===== src/dcpp_pkg.sv =====
// Shared types, codes and the function-code decode table for the packet parser.
package dcpp_pkg;

   // Result kinds
   localparam logic [1:0] KIND_CMD    = 2'd0;
   localparam logic [1:0] KIND_TEXT   = 2'd1;
   localparam logic [1:0] KIND_REPORT = 2'd2;

   // Function codes
   localparam logic [7:0] FUNC_SCREEN_INFO = 8'h99;
   localparam logic [7:0] FUNC_CLEAR       = 8'h00;
   localparam logic [7:0] FUNC_LINE_A      = 8'h01;
   localparam logic [7:0] FUNC_LINE_B      = 8'h02;
   localparam logic [7:0] FUNC_TRI_A       = 8'h03;
   localparam logic [7:0] FUNC_TRI_B       = 8'h04;
   localparam logic [7:0] FUNC_RECT_A      = 8'h05;
   localparam logic [7:0] FUNC_RECT_B      = 8'h06;
   localparam logic [7:0] FUNC_RRECT       = 8'h0B;
   localparam logic [7:0] FUNC_STR_A       = 8'h14;
   localparam logic [7:0] FUNC_STR_B       = 8'h15;
   localparam logic [7:0] FUNC_STR_C       = 8'h16;
   localparam logic [7:0] FUNC_PRINT       = 8'h17;
   localparam logic [7:0] FUNC_CIRCLE      = 8'h19;
   localparam logic [7:0] FUNC_ELLIPSE_A   = 8'h20;
   localparam logic [7:0] FUNC_ELLIPSE_B   = 8'h21;

   // Packet length bounds and header layout
   localparam logic [7:0] MIN_LEN   = 8'd3;
   localparam int         HDR_FIRST = 2;    // function code byte
   localparam int         HDR_LAST  = 14;   // last fixed parameter byte
   localparam int         NPARAM    = 6;

   typedef enum logic [2:0] {
      ST_HUNT,
      ST_COLLECT,
      ST_DECODE,
      ST_TEXT_RD,
      ST_TEXT
   } state_type;

   typedef struct packed {
      logic       known;
      logic [3:0] need;       // minimum packet length
      logic [2:0] np;         // big-endian parameters to report
      logic       p2_byte;    // third parameter is the single byte at offset 7
      logic       is_info;
      logic       has_text;
      logic [3:0] text_from;
   } func_info_type;

   typedef struct packed {
      logic hunt_accept;
      logic collect_accept;
      logic load_cmd;
      logic load_text;
   } dp_cmd_type;

   typedef struct packed {
      logic sync_hit;
      logic len_bad;
      logic frame_end;
      logic pkt_ok;
      logic text_more;
      logic text_last;
      logic out_free;
   } dp_status_type;

   function automatic func_info_type dcpp_decode(input logic [7:0] fc);
      func_info_type r;
      r = '0;
      unique case (fc) inside
         FUNC_SCREEN_INFO: begin
            r.known = 1'b1; r.need = 4'd8; r.np = 3'd3; r.p2_byte = 1'b1; r.is_info = 1'b1;
         end
         FUNC_CLEAR: begin
            r.known = 1'b1; r.need = 4'd5; r.np = 3'd1;
         end
         FUNC_LINE_A, FUNC_LINE_B, FUNC_RRECT: begin
            r.known = 1'b1; r.need = 4'd13; r.np = 3'd5;
         end
         FUNC_TRI_A, FUNC_TRI_B: begin
            r.known = 1'b1; r.need = 4'd15; r.np = 3'd6;
         end
         FUNC_RECT_A, FUNC_RECT_B, FUNC_ELLIPSE_A, FUNC_ELLIPSE_B: begin
            r.known = 1'b1; r.need = 4'd11; r.np = 3'd4;
         end
         FUNC_CIRCLE: begin
            r.known = 1'b1; r.need = 4'd9; r.np = 3'd3;
         end
         FUNC_STR_A, FUNC_STR_B, FUNC_STR_C: begin
            r.known = 1'b1; r.need = 4'd8; r.np = 3'd3; r.p2_byte = 1'b1;
            r.has_text = 1'b1; r.text_from = 4'd8;
         end
         FUNC_PRINT: begin
            r.known = 1'b1; r.need = 4'd4; r.np = 3'd0;
            r.has_text = 1'b1; r.text_from = 4'd3;
         end
         default: r = '0;
      endcase
      return r;
   endfunction

endpackage


===== src/dcpp_ifs.sv =====
// Valid/ready channel interfaces: input byte, result item and sync-byte write.
interface dcpp_req_if;
   logic       valid;
   logic       ready;
   logic [7:0] byte_in;
   modport source (output valid, output byte_in, input ready);
   modport sink   (input valid, input byte_in, output ready);
endinterface

interface dcpp_rsp_if;
   logic        valid;
   logic        ready;
   logic [1:0]  kind;
   logic [7:0]  func_code;
   logic [2:0]  param_num;
   logic [15:0] param_a;
   logic [15:0] param_b;
   logic [15:0] param_c;
   logic [15:0] param_d;
   logic [15:0] param_e;
   logic [15:0] param_f;
   logic [7:0]  text_char;
   logic        last;
   modport source (output valid, output kind, output func_code, output param_num,
                   output param_a, output param_b, output param_c, output param_d,
                   output param_e, output param_f, output text_char, output last,
                   input ready);
   modport sink   (input valid, input kind, input func_code, input param_num,
                   input param_a, input param_b, input param_c, input param_d,
                   input param_e, input param_f, input text_char, input last,
                   output ready);
endinterface

interface dcpp_csr_if;
   logic       valid;
   logic       ready;
   logic [7:0] sync_byte;
   modport source (output valid, output sync_byte, input ready);
   modport sink   (input valid, input sync_byte, output ready);
endinterface


===== src/dcpp_ctrl.sv =====
// Packet parser controller: hunt/collect/decode/text state machine.
module dcpp_ctrl (
   input  logic                    clock,
   input  logic                    reset,
   input  logic                    req_valid,
   output logic                    req_ready,
   input  dcpp_pkg::dp_status_type status,
   output dcpp_pkg::dp_cmd_type    cmd
);
   import dcpp_pkg::*;

   state_type state_ff, state_in;

   always_ff @(posedge clock) begin
      if (reset) begin
         state_ff <= ST_HUNT;
      end else begin
         state_ff <= state_in;
      end
   end

   always_comb begin
      state_in  = state_ff;
      req_ready = 1'b0;
      cmd       = '0;
      unique case (state_ff)
         ST_HUNT: begin
            req_ready = 1'b1;
            if (req_valid) begin
               cmd.hunt_accept = 1'b1;
               if (status.sync_hit) state_in = ST_COLLECT;
            end
         end
         ST_COLLECT: begin
            req_ready = 1'b1;
            if (req_valid) begin
               cmd.collect_accept = 1'b1;
               if (status.len_bad) state_in = ST_HUNT;
               else if (status.frame_end) state_in = ST_DECODE;
            end
         end
         ST_DECODE: begin
            if (!status.pkt_ok) begin
               state_in = ST_HUNT;
            end else if (status.out_free) begin
               cmd.load_cmd = 1'b1;
               state_in = status.text_more ? ST_TEXT_RD : ST_HUNT;
            end
         end
         ST_TEXT_RD: begin
            state_in = ST_TEXT;
         end
         ST_TEXT: begin
            if (status.out_free) begin
               cmd.load_text = 1'b1;
               state_in = status.text_last ? ST_HUNT : ST_TEXT_RD;
            end
         end
         default: state_in = ST_HUNT;
      endcase
   end

endmodule


===== src/dcpp_dp.sv =====
// Packet parser datapath: byte store, header registers, decode and result register.
module dcpp_dp #(
   parameter int BUF_BYTES = 64
) (
   input  logic                    clock,
   input  logic                    reset,
   input  logic [7:0]              req_byte,
   input  dcpp_pkg::dp_cmd_type    cmd,
   output dcpp_pkg::dp_status_type status,
   dcpp_csr_if.sink                csr,
   dcpp_rsp_if.source              rsp
);
   import dcpp_pkg::*;

   localparam int IdxW = $clog2(BUF_BYTES);
   localparam int CntW = $clog2(BUF_BYTES + 1);

   logic [7:0]      sync_ff;
   logic [CntW-1:0] count_ff;
   logic [7:0]      length_ff;
   logic [7:0]      hdr_ff [HDR_FIRST:HDR_LAST];
   logic [7:0]      mem [BUF_BYTES];
   logic [IdxW-1:0] rd_addr_ff;
   logic [7:0]      rd_data_ff;

   logic            valid_ff, valid_in;
   logic [1:0]      kind_ff;
   logic [7:0]      func_ff;
   logic [2:0]      pcnt_ff;
   logic [15:0]     par_ff [NPARAM];
   logic [7:0]      char_ff;
   logic            last_ff;

   func_info_type   info;
   logic [15:0]     par [NPARAM];
   logic [8:0]      next_addr;

   assign csr.ready = 1'b1;

   always_ff @(posedge clock) begin
      if (reset) begin
         sync_ff <= 8'hAA;
      end else if (csr.valid) begin
         sync_ff <= csr.sync_byte;
      end
   end

   // Frame counters
   always_ff @(posedge clock) begin
      if (reset) begin
         count_ff  <= '0;
         length_ff <= '0;
      end else begin
         if (cmd.hunt_accept) count_ff <= CntW'(1);
         else if (cmd.collect_accept) count_ff <= count_ff + CntW'(1);
         if (cmd.collect_accept && count_ff == CntW'(1)) length_ff <= req_byte;
      end
   end

   // Fixed header bytes live in registers; every byte after the sync byte goes to the store
   always_ff @(posedge clock) begin
      for (int i = HDR_FIRST; i <= HDR_LAST; i++) begin
         if (cmd.collect_accept && count_ff == CntW'(i)) hdr_ff[i] <= req_byte;
      end
   end

   always_ff @(posedge clock) begin
      if (cmd.collect_accept) mem[count_ff[IdxW-1:0]] <= req_byte;
      rd_data_ff <= mem[rd_addr_ff];
   end

   always_ff @(posedge clock) begin
      if (cmd.load_cmd) rd_addr_ff <= IdxW'(info.text_from);
      else if (cmd.load_text) rd_addr_ff <= rd_addr_ff + IdxW'(1);
   end

   always_comb begin
      info = dcpp_decode(hdr_ff[HDR_FIRST]);
      for (int i = 0; i < NPARAM; i++) begin
         par[i] = (3'(i) < info.np) ? {hdr_ff[3 + 2 * i], hdr_ff[4 + 2 * i]} : 16'h0000;
      end
      if (info.p2_byte) par[2] = {8'h00, hdr_ff[7]};
      next_addr = 9'(rd_addr_ff) + 9'd1;
   end

   always_comb begin
      status.sync_hit  = req_byte == sync_ff;
      status.len_bad   = (count_ff == CntW'(1)) &&
                         ((req_byte < MIN_LEN) || (9'(req_byte) > 9'(BUF_BYTES)));
      status.frame_end = (count_ff != CntW'(1)) &&
                         ((9'(count_ff) + 9'd1) >= {1'b0, length_ff});
      status.pkt_ok    = info.known && (length_ff >= {4'h0, info.need});
      status.text_more = info.has_text && ({4'h0, info.text_from} < length_ff);
      status.text_last = next_addr >= {1'b0, length_ff};
      status.out_free  = !valid_ff || rsp.ready;
   end

   // Result register
   always_comb begin
      valid_in = valid_ff;
      if (cmd.load_cmd || cmd.load_text) valid_in = 1'b1;
      else if (rsp.ready) valid_in = 1'b0;
   end

   always_ff @(posedge clock) begin
      if (reset) begin
         valid_ff <= 1'b0;
      end else begin
         valid_ff <= valid_in;
      end
   end

   always_ff @(posedge clock) begin
      if (cmd.load_cmd) begin
         kind_ff <= info.is_info ? KIND_REPORT : KIND_CMD;
         func_ff <= hdr_ff[HDR_FIRST];
         pcnt_ff <= info.np;
         for (int i = 0; i < NPARAM; i++) par_ff[i] <= par[i];
         char_ff <= 8'h00;
         last_ff <= !status.text_more;
      end else if (cmd.load_text) begin
         kind_ff <= KIND_TEXT;
         func_ff <= hdr_ff[HDR_FIRST];
         pcnt_ff <= 3'd0;
         for (int i = 0; i < NPARAM; i++) par_ff[i] <= 16'h0000;
         char_ff <= rd_data_ff;
         last_ff <= status.text_last;
      end
   end

   assign rsp.valid       = valid_ff;
   assign rsp.kind        = kind_ff;
   assign rsp.func_code   = func_ff;
   assign rsp.param_num   = pcnt_ff;
   assign rsp.param_a     = par_ff[0];
   assign rsp.param_b     = par_ff[1];
   assign rsp.param_c     = par_ff[2];
   assign rsp.param_d     = par_ff[3];
   assign rsp.param_e     = par_ff[4];
   assign rsp.param_f     = par_ff[5];
   assign rsp.text_char   = char_ff;
   assign rsp.last        = last_ff;

endmodule


===== src/display_command_packet_parser.sv =====
// Top level of the length-prefixed display command packet parser.
//
//   channel  | dir | handshake          | payload
//   ---------+-----+--------------------+-------------------------------------------
//   req_if   | in  | valid/ready        | byte_in: one raw serial byte per item
//   rsp_if   | out | valid/ready        | kind, func_code, param_num, param_a..f,
//            |     |                    | text_char, last
//   csr_if   | in  | valid/ready (rdy=1)| sync_byte: packet start byte (reset 0xAA)
//
// Cycles: packet bytes are taken one per cycle while hunting or collecting.
// After the final byte, the decode state loads the command or report item;
// each text byte then takes a store read, then a result register load.
// Input is not taken between the final byte and the last result being loaded;
// a loaded result can still wait on rsp_if.ready while hunting resumes.
// Reset is synchronous and clears the state machine, counters, sync byte and
// result valid; the packet store needs no clearing pass.
module display_command_packet_parser #(
   parameter int BUF_BYTES = 64
) (
   input  logic       clock,
   input  logic       reset,
   dcpp_req_if.sink   req_if,
   dcpp_rsp_if.source rsp_if,
   dcpp_csr_if.sink   csr_if
);
   import dcpp_pkg::*;

   dp_cmd_type    cmd;
   dp_status_type status;
   logic          req_ready;

   assign req_if.ready = req_ready;

   // State machine: hunt -> collect -> decode -> (text read / text)*
   dcpp_ctrl u_ctrl (
      .clock     (clock),
      .reset     (reset),
      .req_valid (req_if.valid),
      .req_ready (req_ready),
      .status    (status),
      .cmd       (cmd)
   );

   // Storage, decode table lookup and the result register
   dcpp_dp #(
      .BUF_BYTES (BUF_BYTES)
   ) u_dp (
      .clock    (clock),
      .reset    (reset),
      .req_byte (req_if.byte_in),
      .cmd      (cmd),
      .status   (status),
      .csr      (csr_if),
      .rsp      (rsp_if)
   );

endmodule


===== src/flat_wrapper.sv =====
// flat-port wrapper written by rule: the top's interface ports become plain ports
module display_command_packet_parser_flat import dcpp_pkg::*;
#(
   parameter int BUF_BYTES = 64
)
  (clock, reset, req_if_valid, req_if_byte_in, req_if_ready, rsp_if_valid, rsp_if_kind, rsp_if_func_code, rsp_if_param_num, rsp_if_param_a, rsp_if_param_b, rsp_if_param_c, rsp_if_param_d, rsp_if_param_e, rsp_if_param_f, rsp_if_text_char, rsp_if_last, rsp_if_ready, csr_if_valid, csr_if_sync_byte, csr_if_ready);
  dcpp_req_if req_if_i ();
  dcpp_rsp_if rsp_if_i ();
  dcpp_csr_if csr_if_i ();
  input  logic clock;
  input  logic reset;
  input wire logic [$bits(req_if_i.valid)-1:0] req_if_valid;
  input wire logic [$bits(req_if_i.byte_in)-1:0] req_if_byte_in;
  output wire logic [$bits(req_if_i.ready)-1:0] req_if_ready;
  output wire logic [$bits(rsp_if_i.valid)-1:0] rsp_if_valid;
  output wire logic [$bits(rsp_if_i.kind)-1:0] rsp_if_kind;
  output wire logic [$bits(rsp_if_i.func_code)-1:0] rsp_if_func_code;
  output wire logic [$bits(rsp_if_i.param_num)-1:0] rsp_if_param_num;
  output wire logic [$bits(rsp_if_i.param_a)-1:0] rsp_if_param_a;
  output wire logic [$bits(rsp_if_i.param_b)-1:0] rsp_if_param_b;
  output wire logic [$bits(rsp_if_i.param_c)-1:0] rsp_if_param_c;
  output wire logic [$bits(rsp_if_i.param_d)-1:0] rsp_if_param_d;
  output wire logic [$bits(rsp_if_i.param_e)-1:0] rsp_if_param_e;
  output wire logic [$bits(rsp_if_i.param_f)-1:0] rsp_if_param_f;
  output wire logic [$bits(rsp_if_i.text_char)-1:0] rsp_if_text_char;
  output wire logic [$bits(rsp_if_i.last)-1:0] rsp_if_last;
  input wire logic [$bits(rsp_if_i.ready)-1:0] rsp_if_ready;
  input wire logic [$bits(csr_if_i.valid)-1:0] csr_if_valid;
  input wire logic [$bits(csr_if_i.sync_byte)-1:0] csr_if_sync_byte;
  output wire logic [$bits(csr_if_i.ready)-1:0] csr_if_ready;
  assign req_if_i.valid = req_if_valid;
  assign req_if_i.byte_in = req_if_byte_in;
  assign req_if_ready = req_if_i.ready;
  assign rsp_if_valid = rsp_if_i.valid;
  assign rsp_if_kind = rsp_if_i.kind;
  assign rsp_if_func_code = rsp_if_i.func_code;
  assign rsp_if_param_num = rsp_if_i.param_num;
  assign rsp_if_param_a = rsp_if_i.param_a;
  assign rsp_if_param_b = rsp_if_i.param_b;
  assign rsp_if_param_c = rsp_if_i.param_c;
  assign rsp_if_param_d = rsp_if_i.param_d;
  assign rsp_if_param_e = rsp_if_i.param_e;
  assign rsp_if_param_f = rsp_if_i.param_f;
  assign rsp_if_text_char = rsp_if_i.text_char;
  assign rsp_if_last = rsp_if_i.last;
  assign rsp_if_i.ready = rsp_if_ready;
  assign csr_if_i.valid = csr_if_valid;
  assign csr_if_i.sync_byte = csr_if_sync_byte;
  assign csr_if_ready = csr_if_i.ready;
  display_command_packet_parser #(.BUF_BYTES(BUF_BYTES)) u_core (.clock(clock), .reset(reset), .req_if(req_if_i), .rsp_if(rsp_if_i), .csr_if(csr_if_i));
endmodule

===== config.mk =====
export PLATFORM = sky130hd
export DESIGN_NAME = display_command_packet_parser_flat
export DESIGN_NICKNAME = d
export VERILOG_FILES = /design/src/dcpp_pkg.sv /design/src/dcpp_ifs.sv /design/src/dcpp_ctrl.sv /design/src/dcpp_dp.sv /design/src/display_command_packet_parser.sv /design/src/flat_wrapper.sv
export SDC_FILE = /design/constraint.sdc
export NUM_CORES = 1
export LEC_CHECK = 0
export BUFFER_PORTS_ARGS = -buffer_cell sky130_fd_sc_hd__buf_2
export CORE_AREA = 2 2 243 245
export DETAILED_ROUTE_END_ITERATION = 8
export DIE_AREA = 0 0 245 247
export PLACE_DENSITY = 0.72
export SLEW_MARGIN = 20
export SYNTH_ARGS = -nofsm -noshare
export SYNTH_HDL_FRONTEND = slang
export SYNTH_HIERARCHICAL = 1
export SYNTH_SLANG_ARGS = --single-unit

===== constraint.sdc =====
create_clock -name clock -period 4.5 [get_ports clock]
set_input_delay 0.45 -clock clock [delete_from_list [all_inputs] [get_ports clock]]
set_output_delay 0.45 -clock clock [all_outputs]
set_load 0.05 [all_outputs]

# Word level (Yosys, flattened, before mapping)

Memory sizes are Yosys's and may differ from the RTL's. A register that Yosys moved wholly into a read port is not among the register bits.
Cells that the tools add are included.

Register bits after elaboration: 55
Bits in latches: 0
Bits in writable memories: 712
Memory bits (read-only): 0
Bits of input ports: 21
Output and inout port bits: 121
Word-level logic and storage cells: 247
Memories: 3

Add/sub/neg operators: 4
Multipliers: 0
Div/mod/pow operators: 0
Order comparisons: 12
Equality and inequality tests: 41
Shifts and indexed selects: 0
Multiplexer cells: 120
Bitwise operators: 6
Reduce and logical (&&, ||, !) cells: 48

Memories:

| memory             | words | width | rd ports | clocked after Yosys merged registers in | wr ports | RTL line      | text |
|---|---|---|---|---|---|---|---|
| u_core.u_dp.mem    | 64    | 8     | 1        | 1                                       | 1        | dcpp_dp.sv:22 | `logic [7:0] mem [BUF_BYTES];` |
| u_core.u_dp.hdr_ff | 13    | 8     | 13       | 0                                       | 1        | dcpp_dp.sv:21 | `logic [7:0] hdr_ff [HDR_FIRST:HDR_LAST];` |
| u_core.u_dp.par_ff | 6     | 16    | 6        | 0                                       | 6        | dcpp_dp.sv:30 | `logic [15:0] par_ff [NPARAM];` |

Operators with widths:

| kind                                                            | count |
|---|---|
| 16-bit two-way mux                                              | 13 |
| 8-bit two-way mux                                               | 14 |
| 8-bit OR reduction                                              | 12 |
| 1-bit two-way mux                                               | 61 |
| 4-bit two-way mux                                               | 14 |
| 8-bit one-hot mux with 7 select lines                           | 1 |
| 7-bit by 4-bit == test with 1-bit output, second input constant | 7 |
| 8-bit by 5-bit == test with 1-bit output, second input constant | 5 |
| 3-bit two-way mux                                               | 10 |
| 7-bit by 3-bit == test with 1-bit output, second input constant | 4 |
| 8-bit by 3-bit == test with 1-bit output, second input constant | 3 |
| 1-bit logical AND                                               | 18 |
| 8-bit by 2-bit == test with 1-bit output, second input constant | 2 |
| 8-bit by 6-bit == test with 1-bit output, second input constant | 2 |
| 3-bit one-hot mux with 5 select lines                           | 1 |
| 7-bit by 2-bit == test with 1-bit output, second input constant | 2 |
| 2-bit two-way mux                                               | 5 |
| 5-bit one-hot mux with 2 select lines                           | 1 |
| 7-bit by 1-bit adder with 8-bit output, second input constant   | 1 |
| 8-bit by 1-bit == test with 1-bit output, second input constant | 1 |
| 8-bit by 4-bit == test with 1-bit output, second input constant | 1 |
| 8-bit == test                                                   | 1 |
| 8-bit == test, second input constant                            | 1 |
| 7-bit by 8-bit greater-or-equal comparator with 1-bit output    | 1 |
| 30 further kinds                                                | 50 |

# Logic depth before layout (Yosys ltp)

Gate-level depths: netlist (run 1).

Word-level depth: 18
Mapped depth: 19
Gate-level depth less buffers: 17

# Hierarchy

The synthesis (run 1) kept the hierarchy.

Modules (own cells, without submodules):

| module    | times used | cells an instance | area an instance (µm²) | sequential area each (µm²) |
|---|---|---|---|---|
| dcpp_dp   | 1          | 1639              | 29499.5                | 21961.1 |
| dcpp_ctrl | 1          | 34                | 270.3                  | 60.1 |

# Least setup slack after synthesis (run 1)

Ideal clock, no wire load.

Path kind: flip-flop to flip-flop
Start point: reg, netlist name u_core/u_dp/hdr_ff[0][7]
End point: mem u_core.u_dp.par_ff[5][0], enable pin
Setup time: 413 ps
Arrival time: 3587 ps
Data required time: 4087 ps
Path slack: 500 ps
Stages on the path, launching flop included: 16
Path buffers: 2
Clock period less this slack: 4000 ps
Path through: edfxtp_1 -> or4_4 -> o31a_1 -> nand2_1 -> ha_1 -> nand2b_1 -> a21oi_1 -> nor2b_1 -> o21ai_0 -> a21oi_1 -> nand4_1 -> nor2_1 -> nor2_1 -> clkbuf_1 -> buf_1 -> inv_1

RTL lines:

| what          | RTL line |
|---|---|
| end, declared | dcpp_dp.sv:30 |

==> metrics, run 1 <==
peak supply drop=368 uV; DR pass1 iterations=5; status=finished, final reports clean; Num CTS Buffers=77; Clock Skew=0.0280 ns; Placement Rows=89; placed wire-length estimate=41700 um; Final #Nets=1891; Root Driver=clkbuf_16; register area share after synthesis=74.0%; initial antenna violation count=4; total track usage=22.4%; Die W=245 um; synthesized area=29800 um2; Post-synth EDFFs=650; vias per cell=5.90; FILL cells=4263; Crit. End Element=flip-flop; synth warn=6; fin crit share=90.2%; Seq cells post-synth=775; Overflow after GRT=0; Avg Cell Area, Syn=17.8 um2; Total Wirelength=66500 um; clock latency at the later pin of the worst-skew pair=0.62 ns; CTS tree=yes; DRT iter0 DRCs=1611; Leak=11.5 nW; Residual DRC=0; top cell type's share of synthesized area=65.6%; vias in the first global route=15700; Mapped Cells=1673; Die Area=60500 um2; fin crit period=4.06 ns; top post-synthesis cells by area=edfxtp_1, dfxtp_1, mux4_2; clk slew on worst S/H paths=0.06 ns; setup_tns=0 ns; CP max FO=10; RSZ-0062 raised after global routing=false; Synth cell types=69; Setup CP Type=flip-flop to flip-flop; total power divided by cell area=422 nW/um2; syn_nets=1720; commonest non-fill, non-tap cell in the layout=edfxtp_1; IO buf count=140; WL met1=26100 um; critical path arrival=4.61 ns; post-route ant nets=0; Initial Util=51.1%; post-CTS resize count=0; Avg WL per Cell=24.8 um; final setup fails=0; Placer Congestion=0.899; H-tree lvl count=3; max-cap viol count=0; share of cells above drive strength 1=22.0%; Startpoint Class=flip-flop; postcts setup bufs=0; CTS sink cnt=775; hold_ws=0.0423 ns; worst endpoint required time=5.06 ns; Max Used Layer=met5; Hold Fails Final Rpt=0; cts hold-fix bufs=0; Layout Area Growth over Synthesis=13.8%; Rel. slew slack=35.0%; predominant post-synthesis flop cell=edfxtp_1; largest net degree at the start of global routing=80; Hold/Removal Path Class=input port to flip-flop; Die Y=247 um; IO Count=142; area leader, netlist=edfxtp_1; Async S/R FF share, synth=0%; CORE AREA=58200 um2; WL met3=5740 um; worst-margin pin slew=0.973 ns; vias=15800; first-pass GRT wire length=99600 um; most frequent cells in the layout=edfxtp_1, buf_2, nor2_1, dfxtp_1, mux4_2; Max clock buf depth=3; fmax=0.246 GHz; max-slew violations=0; WL met2=32600 um
## where the power goes
| group | switching [mW] | leakage (nW) | internal (mW) |
|---|---|---|---|
| Clock | 2.61 | 1.27 | 3.74 |
| Sequential | 0.00583 | 6.82 | 7.77 |
| Combinational | 0.136 | 3.45 | 0.0289 |
| Total | 2.76 | 11.5 | 11.5 |
## cell usage after synthesis, types with 10 or more instances
master and number:
mux2i_1 97, inv_1 18, nor2_1 135, nand2_1 46
ha_1 26, nor2b_1 20, and2_1 26, a21oi_1 19
edfxtp_1 650, a22o_1 75, xnor2_1 14, o22ai_1 10
clkbuf_1 47, nand4_1 10, xor2_1 11, buf_4 10
a21o_1 13, nand3_1 24, buf_2 15, a22oi_1 38
dfxtp_1 125, o21ai_0 13, mux4_2 99
## layout make-up
class                           instances  area, um2  area share [%]
Sequential cell                       775      22000            65.0
Clock buffer                          114       2350            6.93
Timing Repair Buffer                  183       1060            3.13
Inverter                               18       67.6           0.199
Antenna cell                            1       2.50         0.00739
Tap cell                              773        967            2.86
Clock inverter                         26        211           0.624
Multi-Input combinational cell        789       7190            21.2
## per-layer routing
layer	up-vias	global-route usage, %
li1	6976	-
met1	7983	29.5
met2	704	37.1
met3	139	5.01
met4	6	7.57
met5	-	0
## sequential cells by signal, summed over array words and instances (netlist names)
name	cells
u_core/u_dp/length_ff	8
u_core/u_dp/rd_addr_ff	6
u_core/u_dp/rsp.text_char	8
u_core/u_dp/hdr_ff	104
u_core/u_dp/rsp.param_num	3
u_core/u_dp/par_ff	96
u_core/u_dp/rd_data_ff	8
u_core/u_dp/count_ff	7
u_core/u_dp/sync_ff	8
u_core/u_ctrl/state_ff	3
u_core/u_dp/rsp.kind	2
u_core/u_dp/mem	512
u_core/u_dp/rsp.valid	1
u_core/u_dp/rsp.func_code	8
u_core/u_dp/rsp.last	1
## cell families after synthesis
| group | count (synthesis) | synth area share, % |
|---|---|---|
| compound gates | 215 | 5.61 |
| buf+inv | 109 | 1.94 |
| fa+ha+maj | 26 | 1.09 |
| flops | 775 | 74.0 |
| mux | 203 | 11.4 |
| simple gates | 319 | 5.27 |
| xor+xnor | 25 | 0.736 |
| other cells | 1 | 0.0126 |
## critical path, stage by stage, from the launching register on
cell and delay, ns:
edfxtp_1 0.55, nor3_1 0.49, nand4b_1 0.30, o31a_1 0.25
nand2_1 0.09, ha_1 0.12, nand2b_1 0.10, a21oi_1 0.07
nor2b_1 0.10, o21ai_0 0.08, a21oi_1 0.27, nand4_1 0.16
nor2_2 0.28, inv_1 0.24, a21oi_1 0.59, a22o_1 0.23
a21o_1 0.09
## worst paths after layout
check,cells after the start,end,slack [ns],from
min,2,u_core/u_dp/sync_ff[3]$_SDFFE_PP1P_,0.04,csr_if_sync_byte[3]
max reg2reg,16,u_core/u_dp/par_ff[2][1]$_SDFFE_PP0P_,0.44,u_core/u_dp/hdr_ff[0][3]$_DFFE_PP_
max,16,u_core/u_dp/par_ff[2][1]$_SDFFE_PP0P_,0.44,u_core/u_dp/hdr_ff[0][3]$_DFFE_PP_
min reg2reg,1,u_core/u_dp/par_ff[2][3]$_SDFFE_PP0P_,0.44,u_core/u_dp/hdr_ff[0][51]$_DFFE_PP_
## through the flow
step	total power [mW]	util [%]	instance area, um2	worst slack [ns]	cells
floorplan	7.96	-	29800	0.500	1673
global placement	8.08	53.8	31300	0.742	2538
detailed placement	8.09	53.8	31300	0.527	2538
CTS	14.4	58.1	33900	0.499	2678
global route	14.7	58.1	33900	0.0321	2678
finish	14.3	58.2	33900	0.443	2679
No activity file was read; power rests on OpenSTA's default activity.
==> inputs of run 2 (changes only) <==
Settings changed: CTS_BUF_LIST from default to sky130_fd_sc_hd__clkbuf_2.
==> metrics, run 2 (synthesis gave the netlist of run 1 again) <==
status=finished, final reports clean; clk slew on worst S/H paths=0.10 ns (+0.04 ns); total power divided by cell area=368 nW/um2 (-13%); vias=16600 (+5.1%); max-cap viol count=0 (unchanged); Die W=245 um (unchanged); DR pass1 iterations=6 (+1); IO buf count=140 (unchanged); Buf/Inv on CP=2 (+1); max reg flops=512 (unchanged); Leak=11.7 nW (+1.7%); Die Y=247 um (unchanged); fmax=0.241 GHz (-2.2%); reg-to-reg critical path endpoint=u_core/u_ctrl/state_ff[0]$_SDFFE_PP0P_; peak supply drop=247 uV (-33%); worst-margin pin slew=1.02 ns (+0.0479 ns); DRT iter0 DRCs=1602 (-0.56%); Setup CP Type=flip-flop to flip-flop; Hold/Removal Path Class=input port to flip-flop; Max clock buf depth=3 (unchanged); Critical R2R Launch=u_core/u_dp/count_ff[4]$_SDFFE_PP0P_; Area after DPL=31300 um2 (unchanged); critical path's largest stage delay=0.68 ns (+0.09 ns); R2R setup slack=0.35 ns (-0.09 ns); Clock Skew=0.0903 ns (+0.0622 ns); H-tree lvl count=4 (+1); Avg WL per Cell=23.4 um (-5.6%); Final #Nets=2047 (+8.2%); Placement Rows=89 (unchanged); worst setup path startpoint=u_core/u_dp/count_ff[4]$_SDFFE_PP0P_; most frequent cells in the layout=edfxtp_1, clkbuf_2, buf_2, nor2_1, dfxtp_1; share of cells above drive strength 1=27.7% (+5.7 points); commonest non-fill, non-tap cell in the layout=edfxtp_1; Placer Congestion=0.899 (unchanged); Slowest cell on crit path=dfxtp_1; Crit. End Element=flip-flop; initial antenna violation count=3 (-1); HP Start=req_if_byte_in[6]; Design Power=12.3 mW (-14%); CTS tree=yes; Root Driver=clkbuf_2; Residual DRC=0 (unchanged); critical path arrival=5.41 ns (+0.80 ns); final setup fails=0 (unchanged); reg2reg path depth=12 (-4); Overflow after GRT=0 (unchanged); final instance area=33500 um2 (-1.2%); post-route ant nets=0 (unchanged); Startpoint Class=flip-flop; Total Wirelength=68500 um (+3.1%); Place WS=0.527 ns (unchanged); Layout Area Growth over Synthesis=12.5%; CTS sink cnt=775 (unchanged); CORE AREA=58200 um2 (unchanged); fin crit period=4.15 ns (+0.0919 ns); setup_tns=0 ns (unchanged); critical path, cell by cell=nand3_1 > nor2_1 > xor2_1 > ha_1 > a21oi_1 > o21a_1 > o21ai_0 > o211ai_1 > dlygate4sd3_1 > nand2_1 > a2111oi_1 > dlygate4sd3_1; fin crit share=92.2% (+2.0 points); Num CTS Buffers=183 (+140%); Crit path max-delay family=buffers and inverters; IO Count=142 (unchanged); Setup WS post-layout=0.351 ns (-0.0919 ns); hold depth=2 (unchanged); worst endpoint required time=5.76 ns (+0.70 ns); placed wire-length estimate=41700 um (unchanged); CP max FO=12 (+2); first-pass GRT wire length=103000 um (+3.1%); clock latency at the later pin of the worst-skew pair=1.36 ns (+0.74 ns); Die Area=60500 um2 (unchanged); hold path endpoint=u_core/u_dp/hdr_ff[0][14]$_DFFE_PP_; vias per cell=5.68 (-3.8%); most frequent cell on the critical path=dlygate4sd3_1; Hold Fails Final Rpt=0 (unchanged); Initial Util=51.1% (unchanged); Rel. slew slack=31.8% (-3.2 points); RSZ-0062 raised after global routing=false; FILL cells=4455 (+4.5%); largest net degree at the start of global routing=80 (unchanged); vias in the first global route=16800 (+7.3%); Stages on worst setup path=12 (-4); total track usage=23.2% (+0.84 points); max-slew violations=0 (unchanged)
run 2: changes by cell type in the layout (fill, tap and decap cells not counted), sizes merged:
cell,before,now
bufinv,2,0
clkbuf,114,274
clkinv,20,51
clkinvlp,0,4
diode,1,6
dlygate4sd3,0,50
run 2: cell type report:
type                       instances  area [um2]  share of cell area, %
multi-input combinational        789        7190                   21.5
sequential                       775       22000                   65.8
antenna                            6        15.0                 0.0448
clock buffer                     274        1370                   4.10
tap                              773         967                   2.89
clock inverter                    59         280                  0.837
timing repair buffer             233        1560                   4.66
inverter                          18        67.6                  0.202
run 2: worst max path at each step:
stage,to,slack (ns)
2_1_floorplan,u_core/u_dp/par_ff[5][0]$_SDFFCE_PP0P_,0.50
3_3_place_gp,u_core/u_dp/par_ff[2][6]$_SDFFE_PP0P_,0.74
6_report,u_core/u_ctrl/state_ff[0]$_SDFFE_PP0P_,0.35
4_1_cts,u_core/u_ctrl/state_ff[0]$_SDFFE_PP0P_,0.39
3_5_place_dp,u_core/u_dp/par_ff[2][7]$_SDFFE_PP0P_,0.53
5_1_grt,u_core/u_dp/par_ff[2][7]$_SDFFE_PP0P_,0.02
run 2: report_power, final:
part	switching, mW	internal (mW)	leakage [nW]
Combinational	0.149	0.0573	3.66
Clock	2.71	1.65	1.26
Sequential	0.00613	7.75	6.82
run 2: layer usage:
metal / wire length [um] / track usage (%)
met1: 26900 / 29.5
met2: 33500 / 37.6
met3: 5880 / 6.21
met4: 2240 / 10.6
met5: 13 / 0
run 2: repair_timing:
action                     4_1_cts  5_1_grt
gates resized for setup          0        1
setup endpoints to repair        0        1
hold buffers                    50        0
buffers inserted                 0        0
hold endpoints to repair       576        0
run 2: per-stage QoR:
stage / hold slack (ns) / cells / utilization [%]
3_3_place_gp: 0.424 / 2538 / 53.8
5_1_grt: 0.0172 / 2924 / 57.5
4_1_cts: 0.00423 / 2921 / 57.4
6_report: 0.132 / 2927 / 57.5
3_5_place_dp: 0.429 / 2538 / 53.8
2_1_floorplan: 0.419 / 1673 / -
==> inputs of run 3 (changes only) <==
Settings changed: CTS_BUF_LIST sky130_fd_sc_hd__clkbuf_2 to default, CTS_CLUSTER_DIAMETER from default to 60.
Clock period 4.5 ns to 4.7 ns, I/O delays scaled along.
==> metrics, run 3 (synthesis gave the netlist of run 1 again) <==
status=finished, final reports clean; R2R setup slack=0.35 ns (about the same); max-cap viol count=0 (unchanged); Max clock buf depth=3 (unchanged); worst setup path startpoint=u_core/u_dp/hdr_ff[0][3]$_DFFE_PP_; Placer Congestion=0.855 (-4.9%); critical path's largest stage delay=0.66 ns (-0.02 ns); Layout Area Growth over Synthesis=12.9%; DRT iter0 DRCs=1593 (-0.56%); DR pass1 iterations=6 (unchanged); CORE AREA=58200 um2 (unchanged); vias=15800 (-4.8%); CTS tree=yes; Crit. End Element=flip-flop; fin crit share=92.6% (+0.44 points); postcts setup bufs=0 (unchanged); Residual DRC=0 (unchanged); multi-input logic area=7200 um2 (about the same); Layout Cells excl Fill=2664 (-9.0%); clk slew on worst S/H paths=0.06 ns (-0.04 ns); CTS sink cnt=775 (unchanged); reg2reg path depth=15 (+3); Storage cell area=22000 um2 (about the same); Slowest cell on crit path=a21oi_2; FILL cells=4247 (-4.7%); critical path arrival=4.89 ns (-0.52 ns); Placement Rows=89 (unchanged); Initial Util=51.1% (unchanged); vias per cell=5.94 (+4.6%); IO buf count=140 (unchanged); reg-to-reg critical path endpoint=u_core/u_dp/par_ff[0][3]$_SDFFE_PP0P_; setup_tns=0 ns (unchanged); H-tree lvl count=3 (-1); RSZ-0062 raised after global routing=false; Leak=11.4 nW (-3.0%); vias in the first global route=15400 (-8.3%); Final #Nets=1880 (-8.2%); Critical R2R Launch=u_core/u_dp/hdr_ff[0][3]$_DFFE_PP_; share of cells above drive strength 1=21.1% (-6.7 points); Hold Fails Final Rpt=0 (unchanged); Inst Count DP=2525 (-0.51%); Setup CP Type=flip-flop to flip-flop; CP max FO=16 (+4); worst endpoint required time=5.24 ns (-0.52 ns); worst setup path end=u_core/u_dp/par_ff[0][3]$_SDFFE_PP0P_; largest net degree at the start of global routing=96 (+20%); max reg flops=512 (unchanged); fmax=0.230 GHz (-4.7%); most frequent cells in the layout=edfxtp_1, buf_2, nor2_1, dfxtp_1, mux4_2; Clock Skew=0.0294 ns (-0.0608 ns); worst-margin pin slew=0.984 ns (-0.0368 ns); Startpoint Class=flip-flop; IO Count=142 (unchanged); commonest non-fill, non-tap cell in the layout=edfxtp_1; total track usage=22.3% (-0.93 points); Overflow after GRT=0 (unchanged); total power divided by cell area=400 nW/um2 (+8.5%); first-pass GRT wire length=98800 um (-3.7%); Die W=245 um (unchanged); Die Y=247 um (unchanged); Total Wirelength=66900 um (-2.4%); Die Area=60500 um2 (unchanged); fin crit period=4.35 ns (+0.205 ns); clock latency at the later pin of the worst-skew pair=0.63 ns (-0.73 ns); initial antenna violation count=4 (+1); Root Driver=clkbuf_16; most frequent cell on the critical path=a21oi_1; critical path, cell by cell=nor3_1 > nand4b_1 > o31a_1 > nand2_1 > ha_1 > nand2b_1 > a21oi_1 > nor2b_1 > o21ai_0 > a21oi_1 > nand4_1 > nor2_2 > inv_1 > a21oi_2 > a22o_1; Num CTS Buffers=79 (-57%); final setup fails=0 (unchanged); placed wire-length estimate=41500 um (-0.61%); Rel. slew slack=34.4% (+2.6 points); Hold/Removal Path Class=input port to flip-flop; max-slew violations=0 (unchanged); post-route ant nets=0 (unchanged); Avg WL per Cell=25.1 um (+7.2%); peak supply drop=334 uV (+35%)
run 3: cell count changes in the layout (fill, tap and decap cells not counted), sizes merged:
| cell | previous run | this run |
|---|---|---|
| bufinv | 0 | 2 |
| clkbuf | 274 | 105 |
| clkinv | 51 | 30 |
| dlygate4sd3 | 50 | 0 |
| buf | 183 | 170 |
| clkinvlp | 4 | 0 |
| diode | 6 | 1 |
| inv | 22 | 19 |
run 3: worst max-delay path: cells and delay by family (launching register included):
kind                     cells  cell delay (ns)
AO/OA/AOI/OAI                6             1.57
buffers and inverters        1             0.41
flip-flops                   1             0.54
adder cells (fa/ha/maj)      1             0.12
AND/OR/NAND/NOR              7             1.60
run 3: metal layers:
layer  track usage, %  share of wire, %  routed length, um  vias up
li1                 -                 -                  -     6952
met2             35.9                48              32200      659
met5                0             0.016                 11        -
met1             30.4                41              27300     8074
met4             7.55               2.8               1840        2
met3             4.87               8.2               5510      137
run 3: worst min path at each step:
stage | from | endpoint | slack, ns | depth (start not counted)
after floorplan | u_core/u_dp/hdr_ff[0][49]$_DFFE_PP_ | u_core/u_dp/par_ff[2][1]$_SDFFE_PP0P_ | 0.42 | 1
after global placement | u_core/u_dp/hdr_ff[0][55]$_DFFE_PP_ | u_core/u_dp/par_ff[2][7]$_SDFFE_PP0P_ | 0.42 | 1
after detailed placement | u_core/u_dp/hdr_ff[0][49]$_DFFE_PP_ | u_core/u_dp/par_ff[2][1]$_SDFFE_PP0P_ | 0.43 | 1
after CTS | csr_if_sync_byte[5] | u_core/u_dp/sync_ff[5]$_SDFFE_PP1P_ | 0.03 | 2
after global routing | csr_if_sync_byte[1] | u_core/u_dp/sync_ff[1]$_SDFFE_PP1P_ | 0.04 | 2
final | csr_if_sync_byte[5] | u_core/u_dp/sync_ff[5]$_SDFFE_PP1P_ | 0.06 | 2
run 3: layout make-up:
class | instances | area share [%]
clock buffer | 105 | 6.43
tap | 773 | 2.88
clock inverter | 33 | 0.722
sequential | 775 | 65.5
inverter | 18 | 0.201
antenna | 1 | 0.00744
timing repair buffer | 170 | 2.87
multi-input combinational | 789 | 21.4
run 3: metrics by stage:
| step | power, mW | utilization (%) | area [um2] | hold WS, ns | setup slack, ns |
|---|---|---|---|---|---|
| after CTS | 13.5 | 57.7 | 33600 | 0.0259 | 0.317 |
| final | 13.4 | 57.7 | 33600 | 0.0555 | 0.346 |
| after floorplan | 7.62 | - | 29800 | 0.419 | 0.700 |
| after global routing | 13.8 | 57.7 | 33600 | 0.0407 | 0.0934 |
| after global placement | 7.74 | 53.6 | 31200 | 0.421 | 0.709 |
| after detailed placement | 7.75 | 53.6 | 31200 | 0.432 | 0.372 |
run 3: what timing repair did:
item,4_1_cts,5_1_grt
setup endpoints to repair,0,7
gates resized for setup,0,1
hold buffers,0,0
endpoints found under the hold margin,0,0
run 3: power breakdown:
group	internal [mW]	switching, mW
registers	7.44	0.00502
clock network	3.34	2.49
logic	0.0282	0.133
